==> src/hdl/arm_pkg.sv <==
// Shared types and constants of the autoranging RMS meter.
// Used by every module of the block; depends on nothing else.
package arm_pkg;

	// Default sizes handed to the top level's parameters.
	localparam int CODE_BITS_DEF   = 10;
	localparam int WINDOW_BITS_DEF = 12;

	// Fixed datapath widths.
	localparam int SUM_BITS   = 42;
	localparam int VALUE_BITS = 16;
	localparam int MV_BITS    = 15;
	localparam int SQ_BITS    = 2 * VALUE_BITS;

	// Configuration port.
	localparam int CFG_ADDR_BITS = 3;
	localparam int CFG_DATA_BITS = 15;

	localparam logic [CFG_ADDR_BITS-1:0] REG_WINDOW_LENGTH = 3'd0;
	localparam logic [CFG_ADDR_BITS-1:0] REG_OFFSET_HIGH   = 3'd1;
	localparam logic [CFG_ADDR_BITS-1:0] REG_OFFSET_MID    = 3'd2;
	localparam logic [CFG_ADDR_BITS-1:0] REG_THRESH_HIGH   = 3'd3;
	localparam logic [CFG_ADDR_BITS-1:0] REG_THRESH_MID    = 3'd4;

	// Range codes.
	localparam logic [1:0] RANGE_X4 = 2'd0;
	localparam logic [1:0] RANGE_X2 = 2'd1;
	localparam logic [1:0] RANGE_X1 = 2'd2;

	// Scale factor per lane: 2 * 5000 mV * gain, for x4, x2 and x1.
	localparam logic [15:0] GAIN_SCALE [3] = '{16'd40000, 16'd20000, 16'd10000};

	// Depth of the queue between the front and the back.
	localparam int QUEUE_DEPTH = 2;

	typedef struct packed {
		logic [11:0] window_length;
		logic [12:0] offset_high_mv;
		logic [12:0] offset_mid_mv;
		logic [14:0] threshold_high_mv;
		logic [13:0] threshold_mid_mv;
	} arm_cfg_t;

	// One classified sample travelling from the front to the back.
	typedef struct packed {
		logic signed [VALUE_BITS-1:0] value;
		logic [1:0]                   rng;
		logic                         ac;
		logic                         amp;
	} arm_item_t;

	typedef struct packed {
		logic signed [VALUE_BITS-1:0] reading;
		logic [1:0]                   range_used;
		logic                         unit_amps;
		logic                         is_rms;
	} arm_result_t;

endpackage

==> src/hdl/arm_front.sv <==
// Front part of the meter: converts the three range readings to millivolts
// in three lanes over three pipeline stages and picks the range. Uses arm_pkg.
module arm_front #(
	parameter int CODE_BITS = arm_pkg::CODE_BITS_DEF
) (
	input  logic                 clk,
	input  logic                 arst_n,
	input  arm_pkg::arm_cfg_t    cfg,
	input  logic                 push,
	output logic                 full,
	input  logic [CODE_BITS-1:0] code_gain4,
	input  logic [CODE_BITS-1:0] code_gain2,
	input  logic [CODE_BITS-1:0] code_gain1,
	input  logic                 ac_mode,
	input  logic                 amp_mode,
	output logic                 q_push,
	output arm_pkg::arm_item_t   q_item,
	input  logic                 q_full
);
	import arm_pkg::*;

	// Rounded conversion: mv = floor((code * 10000 * g + F) / 2F), F = full scale.
	localparam int NUM_BITS  = CODE_BITS + 16;
	localparam int DIV_BITS  = CODE_BITS + 1;
	localparam int PROD_BITS = NUM_BITS + 16;
	localparam int QD_BITS   = 16 + DIV_BITS;
	localparam logic [NUM_BITS-1:0] FULL_SCALE =
		NUM_BITS'((64'd1 << CODE_BITS) - 64'd1);
	localparam logic [DIV_BITS-1:0] DIVISOR =
		DIV_BITS'((64'd2 << CODE_BITS) - 64'd2);
	localparam logic [63:0] RECIP_FULL =
		(64'd1 << NUM_BITS) / ((64'd2 << CODE_BITS) - 64'd2);
	localparam logic [15:0] RECIP = RECIP_FULL[15:0];

	logic [CODE_BITS-1:0] code [3];
	logic                 advance;
	logic                 take;

	logic                 valid_s1, valid_s2, valid_s3;
	logic                 ac_s1, ac_s2, ac_s3;
	logic                 amp_s1, amp_s2, amp_s3;
	logic [NUM_BITS-1:0]  num_s1 [3];
	logic [NUM_BITS-1:0]  num_s2 [3];
	logic [15:0]          q0_s2 [3];
	logic [MV_BITS-1:0]   mv_s3 [3];

	logic [NUM_BITS-1:0]  scaled [3];
	logic [PROD_BITS-1:0] prod [3];
	logic [QD_BITS-1:0]   qd [3];
	logic [NUM_BITS-1:0]  rest [3];
	logic                 bump [3];

	logic signed [17:0]   cand_hi, cand_mid;

	assign code[0] = code_gain4;
	assign code[1] = code_gain2;
	assign code[2] = code_gain1;

	// The pipeline moves as a whole; it stops only when its last stage
	// holds a sample and the queue has no room.
	assign advance = !valid_s3 || !q_full;
	assign take    = push && advance;
	assign full    = !advance;
	assign q_push  = valid_s3 && !q_full;

	always_comb begin
		for (int i = 0; i < 3; i++) begin
			scaled[i] = NUM_BITS'(code[i]) * NUM_BITS'(GAIN_SCALE[i]);
			prod[i]   = PROD_BITS'(num_s1[i]) * PROD_BITS'(RECIP);
			qd[i]     = QD_BITS'(q0_s2[i]) * QD_BITS'(DIVISOR);
			rest[i]   = num_s2[i] - qd[i][NUM_BITS-1:0];
			bump[i]   = rest[i] >= NUM_BITS'(DIVISOR);
		end
	end

	always_ff @(posedge clk or negedge arst_n) begin
		if (!arst_n) begin
			valid_s1 <= 1'b0;
			valid_s2 <= 1'b0;
			valid_s3 <= 1'b0;
		end else if (advance) begin
			valid_s1 <= take;
			valid_s2 <= valid_s1;
			valid_s3 <= valid_s2;
		end
	end

	always_ff @(posedge clk) begin
		if (advance) begin
			ac_s1  <= ac_mode;
			amp_s1 <= amp_mode;
			ac_s2  <= ac_s1;
			amp_s2 <= amp_s1;
			ac_s3  <= ac_s2;
			amp_s3 <= amp_s2;
			for (int i = 0; i < 3; i++) begin
				num_s1[i] <= scaled[i] + FULL_SCALE;
				num_s2[i] <= num_s1[i];
				q0_s2[i]  <= prod[i][PROD_BITS-1:NUM_BITS];
				mv_s3[i]  <= MV_BITS'(q0_s2[i] + 16'(bump[i]));
			end
		end
	end

	// Range choice: strict signed comparisons after the offsets are removed.
	always_comb begin
		cand_hi  = $signed({3'b0, mv_s3[0]}) - $signed({5'b0, cfg.offset_high_mv});
		cand_mid = $signed({3'b0, mv_s3[1]}) - $signed({5'b0, cfg.offset_mid_mv});
		q_item.ac  = ac_s3;
		q_item.amp = amp_s3;
		if (cand_hi > $signed({3'b0, cfg.threshold_high_mv})) begin
			q_item.value = cand_hi[VALUE_BITS-1:0];
			q_item.rng   = RANGE_X4;
		end else if (cand_mid > $signed({4'b0, cfg.threshold_mid_mv})) begin
			q_item.value = cand_mid[VALUE_BITS-1:0];
			q_item.rng   = RANGE_X2;
		end else begin
			q_item.value = VALUE_BITS'(mv_s3[2]);
			q_item.rng   = RANGE_X1;
		end
	end

endmodule

==> src/hdl/arm_fifo.sv <==
// Short queue of classified samples between the front and the back.
// Uses the item type from arm_pkg.
module arm_fifo (
	input  logic               clk,
	input  logic               arst_n,
	input  logic               wr_en,
	input  arm_pkg::arm_item_t wr_item,
	output logic               q_full,
	input  logic               rd_en,
	output arm_pkg::arm_item_t rd_item,
	output logic               q_empty
);
	import arm_pkg::*;

	localparam int PTR_BITS = (QUEUE_DEPTH > 1) ? $clog2(QUEUE_DEPTH) : 1;
	localparam int CNT_BITS = $clog2(QUEUE_DEPTH + 1);
	localparam logic [PTR_BITS-1:0] LAST = PTR_BITS'(QUEUE_DEPTH - 1);

	arm_item_t           slot_q [QUEUE_DEPTH];
	logic [PTR_BITS-1:0] wr_ptr_q, rd_ptr_q;
	logic [CNT_BITS-1:0] count_q;

	assign q_full  = count_q == CNT_BITS'(QUEUE_DEPTH);
	assign q_empty = count_q == '0;
	assign rd_item = slot_q[rd_ptr_q];

	always_ff @(posedge clk or negedge arst_n) begin
		if (!arst_n) begin
			wr_ptr_q <= '0;
			rd_ptr_q <= '0;
			count_q  <= '0;
		end else begin
			if (wr_en) begin
				wr_ptr_q <= (wr_ptr_q == LAST) ? '0 : wr_ptr_q + PTR_BITS'(1);
			end
			if (rd_en) begin
				rd_ptr_q <= (rd_ptr_q == LAST) ? '0 : rd_ptr_q + PTR_BITS'(1);
			end
			if (wr_en && !rd_en) begin
				count_q <= count_q + CNT_BITS'(1);
			end else if (rd_en && !wr_en) begin
				count_q <= count_q - CNT_BITS'(1);
			end
		end
	end

	always_ff @(posedge clk) begin
		if (wr_en) begin
			slot_q[wr_ptr_q] <= wr_item;
		end
	end

endmodule

==> src/hdl/arm_back.sv <==
// Back part of the meter: window accumulation, restoring divider, bitwise
// square root and the output register. Uses arm_pkg.
module arm_back #(
	parameter int WINDOW_BITS = arm_pkg::WINDOW_BITS_DEF
) (
	input  logic                 clk,
	input  logic                 arst_n,
	input  arm_pkg::arm_cfg_t    cfg,
	input  logic                 q_empty,
	input  arm_pkg::arm_item_t   q_item,
	output logic                 q_pop,
	output logic                 empty,
	input  logic                 pop,
	output arm_pkg::arm_result_t result
);
	import arm_pkg::*;

	typedef enum logic [5:0] {
		ST_IDLE   = 6'b000001,
		ST_SQUARE = 6'b000010,
		ST_ACC    = 6'b000100,
		ST_DIV    = 6'b001000,
		ST_SQRT   = 6'b010000,
		ST_EMIT   = 6'b100000
	} back_state_t;

	localparam int STEP_BITS = $clog2(SUM_BITS);

	back_state_t                  state_q;
	logic                         prev_ac_q;
	logic [SUM_BITS-1:0]          sum_q;
	logic [WINDOW_BITS-1:0]       cnt_q;
	logic                         out_v_q;

	arm_item_t                    item_q;
	logic signed [VALUE_BITS-1:0] res_value_q;
	logic [SQ_BITS-1:0]           sq_q;
	logic [SUM_BITS-1:0]          quo_q;
	logic [WINDOW_BITS-1:0]       rem_q;
	logic [WINDOW_BITS-1:0]       divisor_q;
	logic [STEP_BITS-1:0]         step_q;
	logic [SUM_BITS-1:0]          root_q;
	logic [SUM_BITS-1:0]          bit_q;
	arm_result_t                  out_q;

	logic [WINDOW_BITS-1:0]       win_w, win_eff;
	logic [VALUE_BITS-1:0]        mag;
	logic [SUM_BITS-1:0]          sum_next;
	logic [WINDOW_BITS-1:0]       cnt_next;
	logic                         window_done;
	logic [WINDOW_BITS:0]         rem_sh, rem_diff;
	logic                         div_ge;
	logic [SUM_BITS-1:0]          quo_next;
	logic [SUM_BITS-1:0]          trial;
	logic                         sq_ge;
	logic [SUM_BITS-1:0]          root_next;
	logic                         emit_ok;
	logic                         load_out;

	// A zero window counts as a window of one.
	assign win_w   = WINDOW_BITS'(cfg.window_length);
	assign win_eff = (win_w == '0) ? WINDOW_BITS'(1) : win_w;

	assign mag         = item_q.value[VALUE_BITS-1] ? (~item_q.value + 16'd1) : item_q.value;
	assign sum_next    = sum_q + SUM_BITS'(sq_q);
	assign cnt_next    = cnt_q + WINDOW_BITS'(1);
	assign window_done = (cnt_next == '0) || (cnt_next >= win_eff);

	assign rem_sh   = {rem_q, quo_q[SUM_BITS-1]};
	assign rem_diff = rem_sh - {1'b0, divisor_q};
	assign div_ge   = rem_sh >= {1'b0, divisor_q};
	assign quo_next = {quo_q[SUM_BITS-2:0], div_ge};

	// The radicand lives in quo_q once the division is done.
	assign trial     = root_q + bit_q;
	assign sq_ge     = quo_q >= trial;
	assign root_next = sq_ge ? ((root_q >> 1) + bit_q) : (root_q >> 1);

	assign q_pop    = (state_q == ST_IDLE) && !q_empty;
	assign emit_ok  = !out_v_q || pop;
	assign load_out = (state_q == ST_EMIT) && emit_ok;

	assign empty  = !out_v_q;
	assign result = out_q;

	always_ff @(posedge clk or negedge arst_n) begin
		if (!arst_n) begin
			state_q   <= ST_IDLE;
			prev_ac_q <= 1'b0;
			sum_q     <= '0;
			cnt_q     <= '0;
			out_v_q   <= 1'b0;
		end else begin
			if (load_out) begin
				out_v_q <= 1'b1;
			end else if (pop) begin
				out_v_q <= 1'b0;
			end
			case (state_q)
				ST_IDLE: begin
					if (!q_empty) begin
						prev_ac_q <= q_item.ac;
						if (q_item.ac != prev_ac_q) begin
							sum_q <= '0;
							cnt_q <= '0;
						end
						state_q <= q_item.ac ? ST_SQUARE : ST_EMIT;
					end
				end
				ST_SQUARE: begin
					state_q <= ST_ACC;
				end
				ST_ACC: begin
					if (window_done) begin
						sum_q   <= '0;
						cnt_q   <= '0;
						state_q <= ST_DIV;
					end else begin
						sum_q   <= sum_next;
						cnt_q   <= cnt_next;
						state_q <= ST_IDLE;
					end
				end
				ST_DIV: begin
					if (step_q == STEP_BITS'(SUM_BITS - 1)) begin
						state_q <= ST_SQRT;
					end
				end
				ST_SQRT: begin
					if (bit_q[0]) begin
						state_q <= ST_EMIT;
					end
				end
				ST_EMIT: begin
					if (emit_ok) begin
						state_q <= ST_IDLE;
					end
				end
				default: begin
					state_q <= ST_IDLE;
				end
			endcase
		end
	end

	always_ff @(posedge clk) begin
		if (load_out) begin
			out_q.reading    <= res_value_q;
			out_q.range_used <= item_q.rng;
			out_q.unit_amps  <= item_q.amp;
			out_q.is_rms     <= item_q.ac;
		end
		case (state_q)
			ST_IDLE: begin
				if (!q_empty) begin
					item_q      <= q_item;
					res_value_q <= q_item.value;
				end
			end
			ST_SQUARE: begin
				sq_q <= SQ_BITS'(mag) * SQ_BITS'(mag);
			end
			ST_ACC: begin
				quo_q     <= sum_next;
				rem_q     <= '0;
				divisor_q <= (cnt_next == '0) ? WINDOW_BITS'(1) : cnt_next;
				step_q    <= '0;
			end
			ST_DIV: begin
				rem_q  <= div_ge ? rem_diff[WINDOW_BITS-1:0] : rem_sh[WINDOW_BITS-1:0];
				quo_q  <= quo_next;
				step_q <= step_q + STEP_BITS'(1);
				root_q <= '0;
				bit_q  <= SUM_BITS'(1) << (SUM_BITS - 2);
			end
			ST_SQRT: begin
				if (sq_ge) begin
					quo_q <= quo_q - trial;
				end
				root_q <= root_next;
				bit_q  <= bit_q >> 2;
				if (bit_q[0]) begin
					res_value_q <= root_next[VALUE_BITS-1:0];
				end
			end
			ST_EMIT: begin
			end
			default: begin
			end
		endcase
	end

endmodule

==> src/hdl/autorange_rms_meter_core.sv <==
// Top level of the autoranging true-RMS meter: configuration registers,
// front, queue and back. Depends on arm_pkg, arm_front, arm_fifo, arm_back.

// Each input beat carries three converter readings of one signal (x4, x2, x1
// range) and the AC and current switches. The front turns all three readings
// into millivolts in parallel over three pipeline stages and picks the range;
// a sample moves on from the last stage once the queue has room and waits in a
// two-entry queue. The back handles one sample at a time. A DC sample goes
// from the idle state to the emit state, which loads its result into the
// output register; an AC sample inside the window passes through the idle,
// square and accumulate states and gives nothing. The AC sample that closes
// a window also passes through the restoring divider that forms the mean (one
// quotient bit per cycle) and the square root (one root bit per cycle) before
// the emit state loads the output register. A result that is not popped holds
// the back in its emit state. A change between AC and DC clears the window.
// Results wait in an output register, and the queue lets the front keep
// taking samples while the back computes or the result side stalls. The user
// must write configuration only while the block is idle; the block itself does
// not enforce this. The port is always ready and writes to unknown indexes are
// dropped.
module autorange_rms_meter_core #(
	parameter int CODE_BITS   = arm_pkg::CODE_BITS_DEF,
	parameter int WINDOW_BITS = arm_pkg::WINDOW_BITS_DEF
) (
	input  logic                                clk,
	input  logic                                arst_n,
	input  logic                                push,
	output logic                                full,
	input  logic [CODE_BITS-1:0]                code_gain4,
	input  logic [CODE_BITS-1:0]                code_gain2,
	input  logic [CODE_BITS-1:0]                code_gain1,
	input  logic                                ac_mode,
	input  logic                                amp_mode,
	output logic                                empty,
	input  logic                                pop,
	output logic signed [arm_pkg::VALUE_BITS-1:0] reading,
	output logic [1:0]                          range_used,
	output logic                                unit_amps,
	output logic                                is_rms,
	input  logic                                cfg_valid,
	output logic                                cfg_ready,
	input  logic [arm_pkg::CFG_ADDR_BITS-1:0]   cfg_addr,
	input  logic [arm_pkg::CFG_DATA_BITS-1:0]   cfg_wdata
);
	import arm_pkg::*;

	arm_cfg_t    cfg_q;
	logic        q_push, q_full, q_pop, q_empty;
	arm_item_t   front_item, back_item;
	arm_result_t result;

	// Most registers are narrower than the data bus; their upper bits are dropped.
	assign cfg_ready = 1'b1;

	always_ff @(posedge clk or negedge arst_n) begin
		if (!arst_n) begin
			cfg_q.window_length     <= 12'd3000;
			cfg_q.offset_high_mv    <= 13'd2280;
			cfg_q.offset_mid_mv     <= 13'd520;
			cfg_q.threshold_high_mv <= 15'd10000;
			cfg_q.threshold_mid_mv  <= 14'd5000;
		end else if (cfg_valid && cfg_ready) begin
			case (cfg_addr)
				REG_WINDOW_LENGTH: cfg_q.window_length     <= cfg_wdata[11:0];
				REG_OFFSET_HIGH:   cfg_q.offset_high_mv    <= cfg_wdata[12:0];
				REG_OFFSET_MID:    cfg_q.offset_mid_mv     <= cfg_wdata[12:0];
				REG_THRESH_HIGH:   cfg_q.threshold_high_mv <= cfg_wdata[14:0];
				REG_THRESH_MID:    cfg_q.threshold_mid_mv  <= cfg_wdata[13:0];
				default: begin
				end
			endcase
		end
	end

	arm_front #(
		.CODE_BITS(CODE_BITS)
	) u_front (
		.clk       (clk),
		.arst_n    (arst_n),
		.cfg       (cfg_q),
		.push      (push),
		.full      (full),
		.code_gain4(code_gain4),
		.code_gain2(code_gain2),
		.code_gain1(code_gain1),
		.ac_mode   (ac_mode),
		.amp_mode  (amp_mode),
		.q_push    (q_push),
		.q_item    (front_item),
		.q_full    (q_full)
	);

	arm_fifo u_queue (
		.clk    (clk),
		.arst_n (arst_n),
		.wr_en  (q_push),
		.wr_item(front_item),
		.q_full (q_full),
		.rd_en  (q_pop),
		.rd_item(back_item),
		.q_empty(q_empty)
	);

	arm_back #(
		.WINDOW_BITS(WINDOW_BITS)
	) u_back (
		.clk    (clk),
		.arst_n (arst_n),
		.cfg    (cfg_q),
		.q_empty(q_empty),
		.q_item (back_item),
		.q_pop  (q_pop),
		.empty  (empty),
		.pop    (pop),
		.result (result)
	);

	assign reading    = result.reading;
	assign range_used = result.range_used;
	assign unit_amps  = result.unit_amps;
	assign is_rms     = result.is_rms;

	// The back only takes a sample that the queue really holds.
	a_pop_has_item: assert property (@(posedge clk) disable iff (!arst_n)
		q_pop |-> !q_empty)
		else $error("back took a sample from an empty queue");

	// The front only hands a sample over when the queue has room.
	a_push_has_room: assert property (@(posedge clk) disable iff (!arst_n)
		q_push |-> !q_full)
		else $error("front wrote into a full queue");

	// A root-mean-square result can never be negative.
	a_rms_nonnegative: assert property (@(posedge clk) disable iff (!arst_n)
		(!empty && is_rms) |-> !reading[VALUE_BITS-1])
		else $error("negative RMS reading");

endmodule

==> config.mk <==
export PLATFORM = sky130hd
export DESIGN_NAME = autorange_rms_meter_core
export DESIGN_NICKNAME = d
export VERILOG_FILES = /design/src/hdl/arm_pkg.sv /design/src/hdl/arm_front.sv /design/src/hdl/arm_fifo.sv /design/src/hdl/arm_back.sv /design/src/hdl/autorange_rms_meter_core.sv
export SDC_FILE = /design/constraint.sdc
export NUM_CORES = 2
export LEC_CHECK = 0
export ABC_AREA = 1
export CORE_ASPECT_RATIO = 0.5
export CORE_UTILIZATION = 30
export CTS_CLUSTER_DIAMETER = 100
export DETAILED_ROUTE_END_ITERATION = 16
export DONT_BUFFER_PORTS = 1
export PLACE_DENSITY = 0.43
export SLEW_MARGIN = 20
export SYNTH_ARGS = -nofsm -noshare
export SYNTH_HDL_FRONTEND = slang
export SYNTH_SLANG_ARGS = --single-unit
==> constraint.sdc <==
create_clock -name clk -period 18.3 [get_ports clk]
set_input_delay 0.915 -clock clk [delete_from_list [all_inputs] [get_ports clk]]
set_output_delay 0.915 -clock clk [all_outputs]
set_load 0.01 [all_outputs]
==> impl_metrics.yaml <==
setup_path:
  cp-end-kind: "register"
  endpoint: "u_front.mv_s3[0][44]"
  worstPathArrival_ps: 8820
  rrSetupSlack_ps: 9890
  r2r-end: "u_front.mv_s3[0][44]"
  critPathRequiredTime_ps: 18710
  critical_path_class: "reg -> reg"
  max_stage_delay_ps: 740
  r2r-start: "u_front.q0_s2[0][32]"
  worst_path_max_delay_cell: "fa_1"
  critPathMaxFanout: 10
  rr_worst_depth: 37
  cp-startpoint: "u_front.q0_s2[0][32]"
  cp-start-kind: "register"
die:
  fp.coreArea_um2: 218000
  ios: 78
  rows: 121
  initial_core_util_pct: 30.3
  die_h_um: 334
  die_w_um: 666
  die_area_um2: 222000
global_route:
  antenna_found_initial: 7
  met2_usage_pct: 27.5
  grt_first_pass_wirelength_um: 292000
  grt_max_degree: 169
  grt_pass1_vias: 51100
  top_usage_layer: "met2"
  grt_overflow: 0
  grt_use_met1_pct: 23.7
  grt_use_total_pct: 16.7
  use_met3_pct: 1.81
synth:
  syn_inst: 8015
  synth-seq-cells: 620
  synth_top_area_cell: "edfxtp_1"
  synth_edf_count: 484
  syn_area_per_cell_um2: 8.25
  synth.most_common_cell: "nand2_1"
  netlist_area_um2: 66100
  synth_warnings: 0
  synth_cell_types: 77
  synth_common_cells: "nand2_1 (1,604), inv_1 (1,545), ha_1 (848)"
  ys.flop_type: "edfxtp_1"
  synthDominantCellAreaShare_pct: 22.0
  synthArstFlopShare_pct: 21.9
  synth_area_leaders: "edfxtp_1 (22%), ha_1 (16%), fa_1 (14%)"
  ys_seq_area_share_pct: 27.2
sta:
  fin_crit_ps: 8410
  hold_violations: 0
  tightestPinTransition_ps: 1010
  fin_crit_sh_pct: 45.9
  fin_setup_tns_ps: 0
  slew-limit-headroom_pct: 32.4
  clock_skew_ps: 37.0
  fmax_ghz: 0.119
  drv_slew: 0
  rsz0062_at_grt: "no"
  setup_violations: 0
cts:
  cts.path.max_buffers: 3
  worstSkewPairLatency_ps: 700
  h-tree-depth: 3
  clk_pin_slew_ps: 60
  postCtsSetupRepairBufs: 0
  cts-root-buf: "clkbuf_16"
  numCtsBuffers: 75
  hold_buffers: 1
  ctsResizeCount: 0
  clock_sinks: 620
  cts_tree: "yes"
outcome:
  outcome: "completed"
drt:
  wl_per_cell_um: 16.8
  drc_errors: 0
  routed-via-count: 51000
  dr.pass1.iters: 6
  via_per_inst: 4.61
  ant_nets: 0
  dr.first_iter.drc_count: 2937
  wl_um: 186000
finish:
  fin_nets: 9411
  layout-drive-gt1-share_pct: 3.21
  syn2layout_area_growth_pct: 9.44
flow_run:
  maxCapViolCount: 0
place:
  io_buffers: 0
  dpl.hpwl_um: 153000
  gp_congestion: 0.871
hold_path:
  hold_class: "in -> async"
## layer usage
layer / part of all wire (%) / wire length (um) / up-vias
met3: 3.0 / 5630 / 138
met4: 1.8 / 3310 / 0
met2: 46 / 84900 / 623
met1: 49 / 91900 / 24100
li1: - / - / 26100
met5: 0 / 0 / -
## placed cells by master, fill, tap and decap left out, types with 15 or more instances in the layout
cell type,Yosys,routed
nand3b_1,27,27
and3_1,15,15
dfrtp_1,111,111
o21a_1,20,20
fa_1,462,462
clkbuf_16,0,75
o21ai_1,38,38
nor3_1,83,81
xnor2_1,141,141
edfxtp_1,484,484
nand2_1,1604,1603
a21o_1,29,29
nor2_1,629,626
o21ai_2,20,20
buf_4,2,23
nand3_1,323,320
a21oi_1,494,493
conb_1,2,15
dfstp_2,25,25
inv_1,1545,1544
or2_2,26,26
ha_1,848,848
xor2_1,256,256
a211oi_1,16,16
o21ai_0,365,365
o211ai_1,27,27
nand4_1,123,123
a31oi_1,25,25
nor4_1,25,24
o21bai_1,38,38
## final cells by class
class	count	area, um^2
Multi-Input combinational cell	5767	42000
Inverter	1557	5860
Clock buffer	92	1980
Sequential cell	620	18000
Tap cell	2952	3690
Clock inverter	47	629
Fill cell	23400	146000
Antenna cell	3	7.51
Timing Repair Buffer	25	220
## stage by stage
stage | instance area [um^2] | hold WS [ps] | instances | setup slack [ps] | util [%]
floorplan | 66200 | 400 | 8028 | 10920 | -
detailed placement | 69700 | 405 | 10900 | 9910 | 31.9
CTS | 72400 | 89.0 | 11100 | 9880 | 33.1
global placement | 69700 | 403 | 10900 | 9900 | 31.9
finish | 72400 | 111 | 11100 | 9890 | 33.2
global route | 72400 | 107 | 11100 | 9260 | 33.2
## worst min path at each step
stage | from | to
2_1_floorplan | u_back.item_q[1] | u_back.result[0]
3_3_place_gp | u_back.res_value_q[4] | u_back.result[8]
3_5_place_dp | u_back.res_value_q[0] | u_back.result[4]
4_1_cts | arst_n | cfg_q[32]
5_1_grt | arst_n | cfg_q[32]
6_report | arst_n | u_back.sum_q[34]
## logic make-up (layout without fill, tap and decap cells)
group / after synthesis / after routing / share of synthesized area (%)
AO/OA/AOI/OAI: 1155 / 1155 / 9.80
AND/OR/NAND/NOR: 2888 / 2888 / 18.2
buffers and inverters: 1641 / 1721 / 9.44
XOR/XNOR: 398 / 398 / 5.28
other: 2 / 18 / 0.0114
multiplexers: 1 / 1 / 0.0151
adder cells (fa/ha/maj): 1310 / 1310 / 30.0
flip-flops: 620 / 620 / 27.2
## sequential cells by signal, indices dropped and copies added (netlist names), 21 cells and up
register        cells
cfg_q              67
u_back.bit_q       21
u_back.quo_q       42
u_back.root_q      42
u_back.sq_q        31
u_back.sum_q       42
u_front.mv_s3      45
u_front.num_s1     62
u_front.num_s2     62
u_front.q0_s2      47
u_queue.slot_q     40
## worst max-delay path, delay by kind of cell (launching register included)
family | cells | cell delay, ps
simple gates | 15 | 1480
fa+ha+maj | 8 | 3870
flops | 1 | 690
compound gates | 6 | 1310
xor+xnor | 2 | 290
buf+inv | 6 | 470
Power is left out: the tool's default activity adds up to more than one toggle a clock period on the data nets, which glitch-free logic cannot reach.
